[src/rtl/tlvd_pkg.sv]
// Shared types and constants for the TLV record deframer.
package tlvd_pkg;

  // Parser phase codes.
  localparam logic [2:0] PH_TYPE_HI = 3'd0;
  localparam logic [2:0] PH_TYPE_LO = 3'd1;
  localparam logic [2:0] PH_LEN_HI  = 3'd2;
  localparam logic [2:0] PH_LEN_LO  = 3'd3;
  localparam logic [2:0] PH_VALUE   = 3'd4;
  localparam logic [2:0] PH_SKIP    = 3'd5;

  // Configuration register indexes.
  localparam logic [1:0] CFG_QUIRK_ENABLE = 2'd0;
  localparam logic [1:0] CFG_QUIRK_TYPE   = 2'd1;
  localparam logic [1:0] CFG_QUIRK_LENGTH = 2'd2;

  localparam int unsigned CFG_DATA_W = 16;

  // Configuration reset values.
  localparam logic        QUIRK_ENABLE_RST = 1'b1;
  localparam logic [15:0] QUIRK_TYPE_RST   = 16'h0013;
  localparam logic [15:0] QUIRK_LENGTH_RST = 16'h0002;

  typedef struct packed {
    logic [7:0]  data_byte;
    logic        buffer_start;
    logic [15:0] buffer_length;
  } in_word_t;

  typedef struct packed {
    logic [15:0] record_type;
    logic [15:0] record_length;
    logic [7:0]  value_byte;
    logic [15:0] value_index;
    logic        empty_record;
    logic        record_end;
  } out_word_t;

  typedef struct packed {
    logic        quirk_enable;
    logic [15:0] quirk_type;
    logic [15:0] quirk_length;
  } cfg_t;

  // Result of one parse step toward the output register.
  typedef struct packed {
    logic      valid;
    out_word_t word;
  } result_t;

endpackage

[src/rtl/tlvd_stream_if.sv]
// Valid/ready stream channel carrying one word of a given payload type.
interface tlvd_stream_if #(
  parameter type payload_t = logic
) ();
  logic     valid;
  logic     ready;
  payload_t data;

  modport source (output valid, output data, input ready);
  modport sink (input valid, input data, output ready);
endinterface

[src/rtl/tlvd_parser.sv]
// Parser state and the per-byte step logic of the TLV deframer.
module tlvd_parser (
  input  logic              clk,
  input  logic              rst,
  input  logic              accept,
  input  tlvd_pkg::in_word_t item,
  input  tlvd_pkg::cfg_t     cfg,
  output tlvd_pkg::result_t  result
);
  import tlvd_pkg::*;

  logic [2:0]  phase;
  logic [15:0] position;
  logic [15:0] held_type;
  logic [15:0] held_length;
  logic [15:0] bytes_left;
  logic [7:0]  held_length_high;

  logic [2:0]  phase_next;
  logic [15:0] position_next;
  logic [15:0] held_type_next;
  logic [15:0] held_length_next;
  logic [15:0] bytes_left_next;
  logic [7:0]  held_length_high_next;

  logic [2:0]  ph_cur;
  logic [15:0] pos_cur;
  logic [15:0] left_cur;
  logic        in_range;
  logic [15:0] len_word;
  logic [17:0] rec_end_pos;
  logic        too_long;
  logic        quirk_hit;

  // A buffer start rewinds the position and abandons any record in progress.
  assign ph_cur   = item.buffer_start ? PH_TYPE_HI : phase;
  assign pos_cur  = item.buffer_start ? 16'd0 : position;
  assign left_cur = item.buffer_start ? 16'd0 : bytes_left;
  assign in_range = pos_cur < item.buffer_length;

  // Record fit and quirk checks made on the low length byte.
  assign len_word    = {held_length_high, item.data_byte};
  assign rec_end_pos = {2'b00, pos_cur} + 18'd1 + {2'b00, len_word};
  assign too_long    = rec_end_pos > {2'b00, item.buffer_length};
  assign quirk_hit   = cfg.quirk_enable && (held_type == cfg.quirk_type) &&
                       (len_word != cfg.quirk_length);

  // Next state and the result word for the byte at the input.
  always_comb begin
    phase_next            = ph_cur;
    position_next         = pos_cur;
    held_type_next        = held_type;
    held_length_next      = held_length;
    bytes_left_next       = left_cur;
    held_length_high_next = held_length_high;
    result.valid              = 1'b0;
    result.word.record_type   = held_type;
    result.word.record_length = held_length;
    result.word.value_byte    = 8'd0;
    result.word.value_index   = 16'd0;
    result.word.empty_record  = 1'b0;
    result.word.record_end    = 1'b0;
    if (in_range) begin
      position_next = pos_cur + 16'd1;
      case (ph_cur)
        PH_TYPE_HI: begin
          held_type_next = {item.data_byte, 8'd0};
          phase_next     = PH_TYPE_LO;
        end
        PH_TYPE_LO: begin
          held_type_next = {held_type[15:8], item.data_byte};
          phase_next     = PH_LEN_HI;
        end
        PH_LEN_HI: begin
          held_length_high_next = item.data_byte;
          phase_next            = PH_LEN_LO;
        end
        PH_LEN_LO: begin
          held_length_next          = len_word;
          result.word.record_length = len_word;
          phase_next                = PH_TYPE_HI;
          if (!too_long) begin
            if (quirk_hit) begin
              if (cfg.quirk_length != 16'd0) begin
                bytes_left_next = cfg.quirk_length;
                phase_next      = PH_SKIP;
              end
            end else if (len_word == 16'd0) begin
              result.valid             = 1'b1;
              result.word.empty_record = 1'b1;
              result.word.record_end   = 1'b1;
            end else begin
              bytes_left_next = len_word;
              phase_next      = PH_VALUE;
            end
          end
        end
        PH_VALUE: begin
          result.valid            = 1'b1;
          result.word.value_byte  = item.data_byte;
          result.word.value_index = held_length - left_cur;
          result.word.record_end  = (left_cur == 16'd1);
          bytes_left_next         = left_cur - 16'd1;
          if (left_cur == 16'd1) begin
            phase_next = PH_TYPE_HI;
          end
        end
        PH_SKIP: begin
          bytes_left_next = left_cur - 16'd1;
          if (left_cur == 16'd1) begin
            phase_next = PH_TYPE_HI;
          end
        end
        default: begin
          phase_next = PH_TYPE_HI;
        end
      endcase
    end
  end

  // Running state advances on every accepted word.
  always_ff @(posedge clk) begin
    if (rst) begin
      phase            <= PH_TYPE_HI;
      position         <= 16'd0;
      held_type        <= 16'd0;
      held_length      <= 16'd0;
      bytes_left       <= 16'd0;
      held_length_high <= 8'd0;
    end else if (accept) begin
      phase            <= phase_next;
      position         <= position_next;
      held_type        <= held_type_next;
      held_length      <= held_length_next;
      bytes_left       <= bytes_left_next;
      held_length_high <= held_length_high_next;
    end
  end

`ifndef ASSERT_OFF
  // Header phases never carry a pending value or skip count.
  a_hdr_no_count: assert property (@(posedge clk) disable iff (rst)
    (phase == PH_TYPE_HI || phase == PH_TYPE_LO || phase == PH_LEN_HI ||
     phase == PH_LEN_LO) |-> (bytes_left == 16'd0))
    else $error("bytes_left nonzero in a header phase");

  // Value and skip phases always have bytes still to come.
  a_body_count: assert property (@(posedge clk) disable iff (rst)
    (phase == PH_VALUE || phase == PH_SKIP) |-> (bytes_left != 16'd0))
    else $error("bytes_left zero in a body phase");

  // A value byte never indexes past its record.
  a_index_bound: assert property (@(posedge clk) disable iff (rst)
    (result.valid && !result.word.empty_record) |->
    (result.word.value_index < result.word.record_length))
    else $error("value_index beyond record length");

  // An accepted word past the buffer end leaves the position unchanged.
  a_past_end: assert property (@(posedge clk) disable iff (rst)
    (accept && !item.buffer_start && (position >= item.buffer_length)) |=>
    $stable(position))
    else $error("position moved past buffer end");
`endif

endmodule

[src/rtl/tlvd_out_reg.sv]
// Output register that holds one result word until the sink takes it.
module tlvd_out_reg (
  input  logic               clk,
  input  logic               rst,
  input  logic               load,
  input  tlvd_pkg::result_t  result,
  output logic               can_load,
  tlvd_stream_if.source      out_ch
);
  import tlvd_pkg::*;

  logic      valid;
  out_word_t word;

  // A new word may enter whenever the register is empty or being drained.
  assign can_load     = !valid || out_ch.ready;
  assign out_ch.valid = valid;
  assign out_ch.data  = word;

  always_ff @(posedge clk) begin
    if (rst) begin
      valid <= 1'b0;
    end else if (load) begin
      valid <= result.valid;
    end else if (out_ch.ready) begin
      valid <= 1'b0;
    end
  end

  // Payload carries no reset.
  always_ff @(posedge clk) begin
    if (load && result.valid) begin
      word <= result.word;
    end
  end

endmodule

[src/rtl/tlv_record_deframer_unit.sv]
// Top level of the TLV record deframer: configuration registers, parser, output register.
// A result word appears on the output in the cycle after its input byte is accepted.
// Throughput: one input byte per clock; the only stall is a full output register whose
// word the sink does not take, set by the single output register stage.
// Reset (rst, synchronous): parser returns to expecting a type high byte at position zero,
// the output register empties, and the quirk registers return to enable 1, type 0x13, length 2.
module tlv_record_deframer_unit (
  input  logic                            clk,
  input  logic                            rst,
  input  logic                            cfg_we,
  input  logic [1:0]                      cfg_index,
  input  logic [tlvd_pkg::CFG_DATA_W-1:0] cfg_data,
  tlvd_stream_if.sink                     in_ch,
  tlvd_stream_if.source                   out_ch
);
  import tlvd_pkg::*;

  cfg_t    cfg;
  result_t result;
  logic    accept;
  logic    can_load;

  // Configuration register writes.
  always_ff @(posedge clk) begin
    if (rst) begin
      cfg.quirk_enable <= QUIRK_ENABLE_RST;
      cfg.quirk_type   <= QUIRK_TYPE_RST;
      cfg.quirk_length <= QUIRK_LENGTH_RST;
    end else if (cfg_we) begin
      case (cfg_index)
        CFG_QUIRK_ENABLE: cfg.quirk_enable <= cfg_data[0];
        CFG_QUIRK_TYPE:   cfg.quirk_type   <= cfg_data;
        CFG_QUIRK_LENGTH: cfg.quirk_length <= cfg_data;
        default: begin
        end
      endcase
    end
  end

  // Input handshake.
  assign in_ch.ready = can_load;
  assign accept      = in_ch.valid && can_load;

  tlvd_parser u_parser (
    .clk    (clk),
    .rst    (rst),
    .accept (accept),
    .item   (in_ch.data),
    .cfg    (cfg),
    .result (result)
  );

  tlvd_out_reg u_out_reg (
    .clk      (clk),
    .rst      (rst),
    .load     (accept),
    .result   (result),
    .can_load (can_load),
    .out_ch   (out_ch)
  );

endmodule

[src/flat_wrapper.sv]
// flat-port wrapper written by rule: the top's interface ports become plain ports
module tlv_record_deframer_unit_flat import tlvd_pkg::*;
  (clk, rst, cfg_we, cfg_index, cfg_data, in_ch_valid, in_ch_data, in_ch_ready, out_ch_valid, out_ch_data, out_ch_ready);
  tlvd_stream_if #(.payload_t(in_word_t)) in_ch_i ();
  tlvd_stream_if #(.payload_t(out_word_t)) out_ch_i ();
  input  logic clk;
  input  logic rst;
  input  logic cfg_we;
  input  logic [1:0] cfg_index;
  input  logic [tlvd_pkg::CFG_DATA_W-1:0] cfg_data;
  input wire logic [$bits(in_ch_i.valid)-1:0] in_ch_valid;
  input wire logic [$bits(in_ch_i.data)-1:0] in_ch_data;
  output wire logic [$bits(in_ch_i.ready)-1:0] in_ch_ready;
  output wire logic [$bits(out_ch_i.valid)-1:0] out_ch_valid;
  output wire logic [$bits(out_ch_i.data)-1:0] out_ch_data;
  input wire logic [$bits(out_ch_i.ready)-1:0] out_ch_ready;
  assign in_ch_i.valid = in_ch_valid;
  assign in_ch_i.data = in_ch_data;
  assign in_ch_ready = in_ch_i.ready;
  assign out_ch_valid = out_ch_i.valid;
  assign out_ch_data = out_ch_i.data;
  assign out_ch_i.ready = out_ch_ready;
  tlv_record_deframer_unit u_core (.clk(clk), .rst(rst), .cfg_we(cfg_we), .cfg_index(cfg_index), .cfg_data(cfg_data), .in_ch(in_ch_i), .out_ch(out_ch_i));
endmodule
[config.mk]
export PLATFORM = sky130hd
export DESIGN_NAME = tlv_record_deframer_unit_flat
export DESIGN_NICKNAME = d
export VERILOG_FILES = /design/src/rtl/tlvd_pkg.sv /design/src/rtl/tlvd_stream_if.sv /design/src/rtl/tlvd_parser.sv /design/src/rtl/tlvd_out_reg.sv /design/src/rtl/tlv_record_deframer_unit.sv /design/src/flat_wrapper.sv
export SDC_FILE = /design/constraint.sdc
export NUM_CORES = 1
export LEC_CHECK = 0
export BUFFER_PORTS_ARGS = -buffer_cell sky130_fd_sc_hd__buf_2
export CORE_MARGIN = 2
export CORE_UTILIZATION = 60
export DETAILED_ROUTE_END_ITERATION = 12
export PLACE_DENSITY = 0.92
export SLEW_MARGIN = 25
export SYNTH_ARGS = -nofsm -noshare
export SYNTH_HDL_FRONTEND = slang
export SYNTH_SLANG_ARGS = --single-unit
[constraint.sdc]
create_clock -name clk -period 8.5 [get_ports clk]
set_input_delay 0.85 -clock clk [delete_from_list [all_inputs] [get_ports clk]]
set_output_delay 0.85 -clock clk [all_outputs]
set_load 0.05 [all_outputs]
==> impl_metrics.toml, run 1 <==
[pwr]
power_mw = 1.75
leakagePower_nw = 4.67
p_per_area_nw_per_um2 = 154
peakVddDrop_mv = 0.154

[setup_path]
startpoint_type = "input pin"
crit_path_cell_trace = "buf_2, nor2b_1, ha_1, nor2b_1, o21ai_0, a221oi_1, a31oi_1, a221oi_2, maj3_1, a31oi_1, xnor2_1, ha_1, a21o_1, a21o_1, a21oi_1, o32ai_1, o21a_1, nor2_1, buf_4, nor3b_1, o21ai_1, inv_2, buf_4"
criticalPathCategory = "in -> reg"
worstReg2RegEnd = "u_core.u_out_reg.out_ch.data[50]$_DFFE_PP_"
cpPeakStageDelay_ps = 680
cp.arrival_ps = 7050
regToRegStartpoint = "u_core.u_parser.position[1]$_SDFFE_PP0P_"
crit_required_ps = 8570
end_kind = "register"
path_max_fanout = 44
reg2reg_slack_ps = 2390
r2r_cells = 22
critPathSlowestCell = "buf_2"

[placement]
place_congestion = 0.973
port_buffers = 107
dp.cells = 1452
dp_hpwl_um = 19900
place_area_sq_um = 10800

[synth]
synth_seq_cells = 167
synth_edf_count = 58
synth_fp_nets = 1289
async_flop_share_pct = 0
ys_types = 83
synth_area_sq_um = 10300
yosysWarnings = 0
syn_inst = 1185
ys_seq_area_share_pct = 38.3
synthFlopType = "dfxtp_1"
syn_avg_cell_area_sq_um = 8.65

[detailed_routing]
drc = 0
drt_wl_total_um = 28400
drt_pass1_iterations = 8
vias = 9388
ant_nets = 0
drt_iter0_drc = 1171
post_drt_wl_per_cell_um = 19.1
via_per_inst = 6.33

[finish]
num_antenna_cells = 0
stdcell_count = 1484
final_cell_area_sq_um = 11400
area_growth_pct = 11.0
nNetsFinal = 1355
nFillCells = 1254
drive_gt1_share_pct = 14.2

[grt]
grtUsageTotal_pct = 31.6
grt_pass1_vias = 8733
antenna_found_initial = 0
grt_pass1_wl_um = 44800
grt_max_degree = 91
grt-ovfl-total = 0

[worst_hold_path]
hold_path_end = "u_core.u_parser.bytes_left[11]$_SDFFE_PP0P_"
hold_class = "reg -> reg"
hp-start = "u_core.u_parser.bytes_left[11]$_SDFFE_PP0P_"
hold_depth = 2

[timing]
max_freq_mhz = 143
setup_viol_count_final = 0
drv_slew = 0
hold_viol_final = 0
fin_crit_sh_pct = 82.0
rsz0062_at_grt = "no"
finalSetupTns_ps = 0
worst_pin_slew_ps = 1070
min_period_ps = 6970
skew_ps = 14.4
worst_slew_margin_rel_pct = 28.7

[clocking]
clkLatencyLatePin_ps = 440
root_buffer = "clkbuf_16"
post_cts_buffers = 0
clk_pin_slew_ps = 70
cts_made_buffers = 17
cts_resized = 0
cts_buffer_depth = 2
cts_sinks = 167
cts_tree = "yes"
cts_max_level = 4
cts_hold_buf = 0

[floorplan]
die_x_um = 135
die_area_sq_um = 18200
rows = 47
io_pins = 108
core_sq_um = 16600
die_h_um = 135
start_util_pct = 61.6

[flow_run]
maxCapViolCount = 0

[status]
status = "finished, final reports clean"
## synthesized netlist by cell type (all sizes together) (30+ instances only)
| master | number | area, sq um |
|---|---|---|
| a21oi | 61 | 317 |
| clkbuf | 39 | 146 |
| dfxtp | 109 | 2180 |
| edfxtp | 58 | 1740 |
| ha | 54 | 676 |
| inv | 59 | 221 |
| mux2i | 33 | 330 |
| nand2 | 159 | 607 |
| nand3 | 44 | 225 |
| nor2 | 106 | 400 |
| nor2b | 30 | 213 |
| nor3 | 37 | 190 |
| o21ai | 65 | 333 |
| xnor2 | 51 | 447 |
## state kept, by name (all words and copies together), names as in the netlist
name                              count
u_core.u_out_reg.out_ch.data         58
u_core.cfg                           33
u_core.u_parser.bytes_left           16
u_core.u_parser.held_length          16
u_core.u_parser.held_type            16
u_core.u_parser.position             16
u_core.u_parser.held_length_high      8
u_core.u_parser.phase                 3
u_core.u_out_reg.out_ch.valid         1
## final cells by class
cell class              instances  area, sq um  share of cell area [%]
clock buffers                  19          454                    3.99
repair buffers                111          566                    4.97
multi-input cells             895         5810                    51.1
well taps                     220          275                    2.42
inverters                      59          221                    1.95
flip-flops and latches        167         3920                    34.5
clock inverters                13          131                    1.15
## power by group
part           leakage, nW  total (mW)  switching, mW  internal [mW]
Combinational         3.01       0.147         0.0953         0.0516
Sequential            1.37       0.845         0.0129          0.832
Clock                0.285       0.762          0.356          0.406
Total                 4.67        1.75          0.464           1.29
## per-layer routing
metal | part of all wire [%] | GRT usage, % | routed length [um] | up-vias
met5 | 0 | 0 | 0 | -
met4 | 4.3 | 15.6 | 1220 | 0
met3 | 11 | 8.00 | 3180 | 99
met2 | 44 | 48.3 | 12400 | 604
met1 | 41 | 41.7 | 11600 | 4307
li1 | - | - | - | 4378
## worst max-delay path by stage
stage | cells past startpoint | end | start | slack [ps]
final | 23 | u_core.u_out_reg.out_ch.data[50]$_DFFE_PP_ | in_ch_data[16] | 1530
after floorplan | 25 | u_core.u_out_reg.out_ch.data[0]$_SDFFCE_PP0P_ | in_ch_data[16] | 1220
after global routing | 23 | u_core.u_out_reg.out_ch.data[57]$_DFFE_PP_ | in_ch_data[16] | 960
after CTS | 23 | u_core.u_out_reg.out_ch.data[50]$_DFFE_PP_ | in_ch_data[16] | 1690
after global placement | 23 | u_core.u_out_reg.out_ch.data[47]$_DFFE_PP_ | in_ch_data[16] | 1490
after detailed placement | 23 | u_core.u_out_reg.out_ch.data[45]$_DFFE_PP_ | in_ch_data[16] | 1250
## metrics by stage
stage	hold WS (ps)	setup WS [ps]	utilization [%]
6_report	467	1530	68.4
5_1_grt	485	958	68.4
4_1_cts	464	1690	68.4
3_5_place_dp	444	1250	64.9
3_3_place_gp	441	1490	64.9
2_1_floorplan	417	1220	-
## worst max-delay path, delay by kind of cell
kind	cells	cell delay [ps]
buffers and inverters	4	1810
AOI/OAI and AO/OA	11	2350
and+or+nand+nor	4	890
xor gates and xnor gates	1	180
adders and majority gates	3	900
## kinds of logic after synthesis
| logic type | Yosys count | share of synthesized area, % |
|---|---|---|
| AOI/OAI and AO/OA | 259 | 17.1 |
| xor gates and xnor gates | 76 | 6.49 |
| muxes | 44 | 4.43 |
| DFF | 167 | 38.3 |
| and+or+nand+nor | 456 | 21.2 |
| buffers and inverters | 123 | 5.10 |
| adders and majority gates | 60 | 7.37 |
## cell usage in the layout, fill, tap and decap left out, types with 5 or more instances in the layout
cell,instances
a21o_1,16
a211oi_1,6
ha_1,54
mux2i_1,33
a31oi_1,13
xnor2_1,51
a21oi_1,60
o2111ai_1,5
dfxtp_1,109
nand3_1,43
nor2b_1,26
o31ai_1,15
a32oi_1,12
and3_1,8
nand4_1,14
and2_1,6
clkbuf_16,18
nor4_1,19
mux2_2,10
a211o_1,12
inv_1,56
o21ai_0,59
xor2_1,25
nor2_1,105
nand2b_1,8
nor3_1,35
nand2_1,155
edfxtp_1,58
a22oi_1,5
buf_2,107
Power figures use the tool's default switching activity.
==> inputs of run 2 (changes only) <==
==> constraint.sdc (replaced) <==
create_clock -name clk -period 7.1 [get_ports clk]
set_input_delay 0.71 -clock clk [delete_from_list [all_inputs] [get_ports clk]]
set_output_delay 0.71 -clock clk [all_outputs]
set_load 0.05 [all_outputs]
==> impl_metrics.toml, run 2 (synthesis gave the netlist of run 1 again) <==
[finish]
largest_register_ffs = 58
num_antenna_cells = 0
nNetsFinal = 1357
final_common_cell = "nand2_1"
drive_gt1_share_pct = 14.4
final_cell_area_sq_um = 11400
mostFrequentLayoutCells = "155 x nand2_1, 109 x dfxtp_1, 107 x buf_2, 105 x nor2_1, 60 x a21oi_1"
area_growth_pct = 11.0

[timing]
fin_crit_sh_pct = 80.6
hold_viol_final = 0
worst_pin_slew_ps = 1030
finalSetupTns_ps = 0
worst_slew_margin_rel_pct = 31.3
skew_ps = 9.15
max_freq_mhz = 175
drv_slew = 0
setup_viol_count_final = 0
min_period_ps = 5720
holdWs_ps = 449
rsz0062_at_grt = "no"

[grt]
grt_max_degree = 91
grt_pass1_vias = 8714
grt_pass1_wl_um = 46300
grtUsageTotal_pct = 32.8
antenna_found_initial = 0
grt-ovfl-total = 0

[setup_path]
path_max_fanout = 40
crit_family = "compound AO/OA/AOI/OAI gates"
r2r_cells = 21
crit_buf_inv = 4
startpoint_type = "input pin"
cpPeakStageDelay_ps = 540
reg2reg_slack_ps = 1700
crit_required_ps = 7180
worstSetupEndpoint = "u_core.u_out_reg.out_ch.data[35]$_DFFE_PP_"
criticalPathCategory = "in -> reg"
critPathSlowestCell = "a221oi_1"
end_kind = "register"
regToRegStartpoint = "u_core.u_parser.position[1]$_SDFFE_PP0P_"
worstReg2RegEnd = "u_core.u_out_reg.out_ch.data[35]$_DFFE_PP_"
crit_path_cell_trace = "buf_2, inv_2, nand2_2, ha_1, nor2b_1, o21ai_0, a221oi_1, a31oi_1, a221oi_2, maj3_1, a31oi_1, xnor2_1, ha_1, a21o_1, a21o_1, a21oi_1, o32ai_1, o21a_1, nor2_1, nor3b_1, o21ai_1, clkinvlp_4, buf_4"
cp.arrival_ps = 5800
path_depth = 23
crit_path_start = "in_ch_data[16]"

[worst_hold_path]
hold_class = "reg -> reg"

[clocking]
clkLatencyLatePin_ps = 440
cts_buffer_depth = 2
cts_made_buffers = 17
cts_hold_buf = 0
cts_max_level = 4
root_buffer = "clkbuf_16"
cts_sinks = 167
clk_pin_slew_ps = 60
cts_tree = "yes"
cts_resized = 0
post_cts_buffers = 0

[pwr]
comb_power_share_pct = 8.5
p_per_area_nw_per_um2 = 183
leakagePower_nw = 4.68
peakVddDrop_mv = 0.188
p_int_mw = 1.53
p_sw_share_pct = 26.6
power_frac_seq_pct = 48.6
p_sw_uw = 554
clkPwrFrac_pct = 42.9

[placement]
place_congestion = 1.00
dp_hpwl_um = 21000
place_area_sq_um = 10800
port_buffers = 107

[detailed_routing]
via_per_inst = 6.31
drc = 0
vias = 9383
post_drt_wl_per_cell_um = 19.7
drt_iter0_drc = 961
ant_nets = 0
drt_wl_total_um = 29300
drt_pass1_iterations = 7

[floorplan]
die_h_um = 135
start_util_pct = 61.6
rows = 47
io_pins = 108
core_sq_um = 16600
die_area_sq_um = 18200
die_x_um = 135

[flow_run]
maxCapViolCount = 0

[status]
status = "finished, final reports clean"
## run 2: cell types whose count changed in the layout (fill, tap and decap cells not counted), sizes merged
cell,delta
buf,+2
## run 2: power groups by stage
stage	Clock (mW)	Sequential (mW)	Combinational (mW)
2_1_floorplan	0	1.03	0.120
3_3_place_gp	0	1.03	0.168
3_5_place_dp	0	1.03	0.170
4_1_cts	0.898	1.01	0.171
5_1_grt	0.940	1.01	0.193
6_report	0.894	1.01	0.177
## run 2: cell type report
type                            count  area (sq um)
Timing Repair Buffer              113           581
Tap cell                          220           275
Sequential cell                   167          3920
Clock buffer                       19           443
Fill cell                        1316          5260
Clock inverter                     13           115
Multi-Input combinational cell    895          5820
Inverter                           59           225
## run 2: how the worst min path moves through the flow
stage	start	end	slack, ps	cells after the start
floorplan	u_core.u_parser.bytes_left[3]$_SDFFE_PP0P_	u_core.u_parser.bytes_left[3]$_SDFFE_PP0P_	420	2
global placement	u_core.u_parser.bytes_left[3]$_SDFFE_PP0P_	u_core.u_parser.bytes_left[3]$_SDFFE_PP0P_	430	2
detailed placement	u_core.u_parser.bytes_left[3]$_SDFFE_PP0P_	u_core.u_parser.bytes_left[3]$_SDFFE_PP0P_	440	2
CTS	u_core.u_parser.bytes_left[3]$_SDFFE_PP0P_	u_core.u_parser.bytes_left[3]$_SDFFE_PP0P_	450	2
global route	u_core.u_parser.bytes_left[11]$_SDFFE_PP0P_	u_core.u_parser.bytes_left[11]$_SDFFE_PP0P_	490	2
finish	u_core.u_parser.bytes_left[3]$_SDFFE_PP0P_	u_core.u_parser.bytes_left[3]$_SDFFE_PP0P_	450	2
## run 2: routing by layer
metal / global-route usage (%) / share of wire [%] / vias to the layer above
li1: - / - / 4370
met1: 45.4 / 42 / 4386
met2: 50.8 / 44 / 542
met3: 6.61 / 11 / 85
met4: 12.3 / 3.4 / 0
met5: 0 / 0 / -
## run 2: through the flow
stage	cells	power [mW]	util (%)	worst slack, ps
2_1_floorplan	1185	1.15	-	445
3_3_place_gp	1454	1.20	65.0	1110
3_5_place_dp	1454	1.20	65.0	1060
4_1_cts	1486	2.08	68.3	1490
5_1_grt	1486	2.14	68.4	990
6_report	1486	2.08	68.4	1380
## run 2: worst register-to-register path, delay by kind of cell (launching register included)
kind / cells / cell delay, ps
xor gates and xnor gates: 1 / 140
buffers and inverters: 2 / 540
adders and majority gates: 3 / 710
AOI/OAI and AO/OA: 11 / 2320
and+or+nand+nor: 4 / 980
DFF: 1 / 350
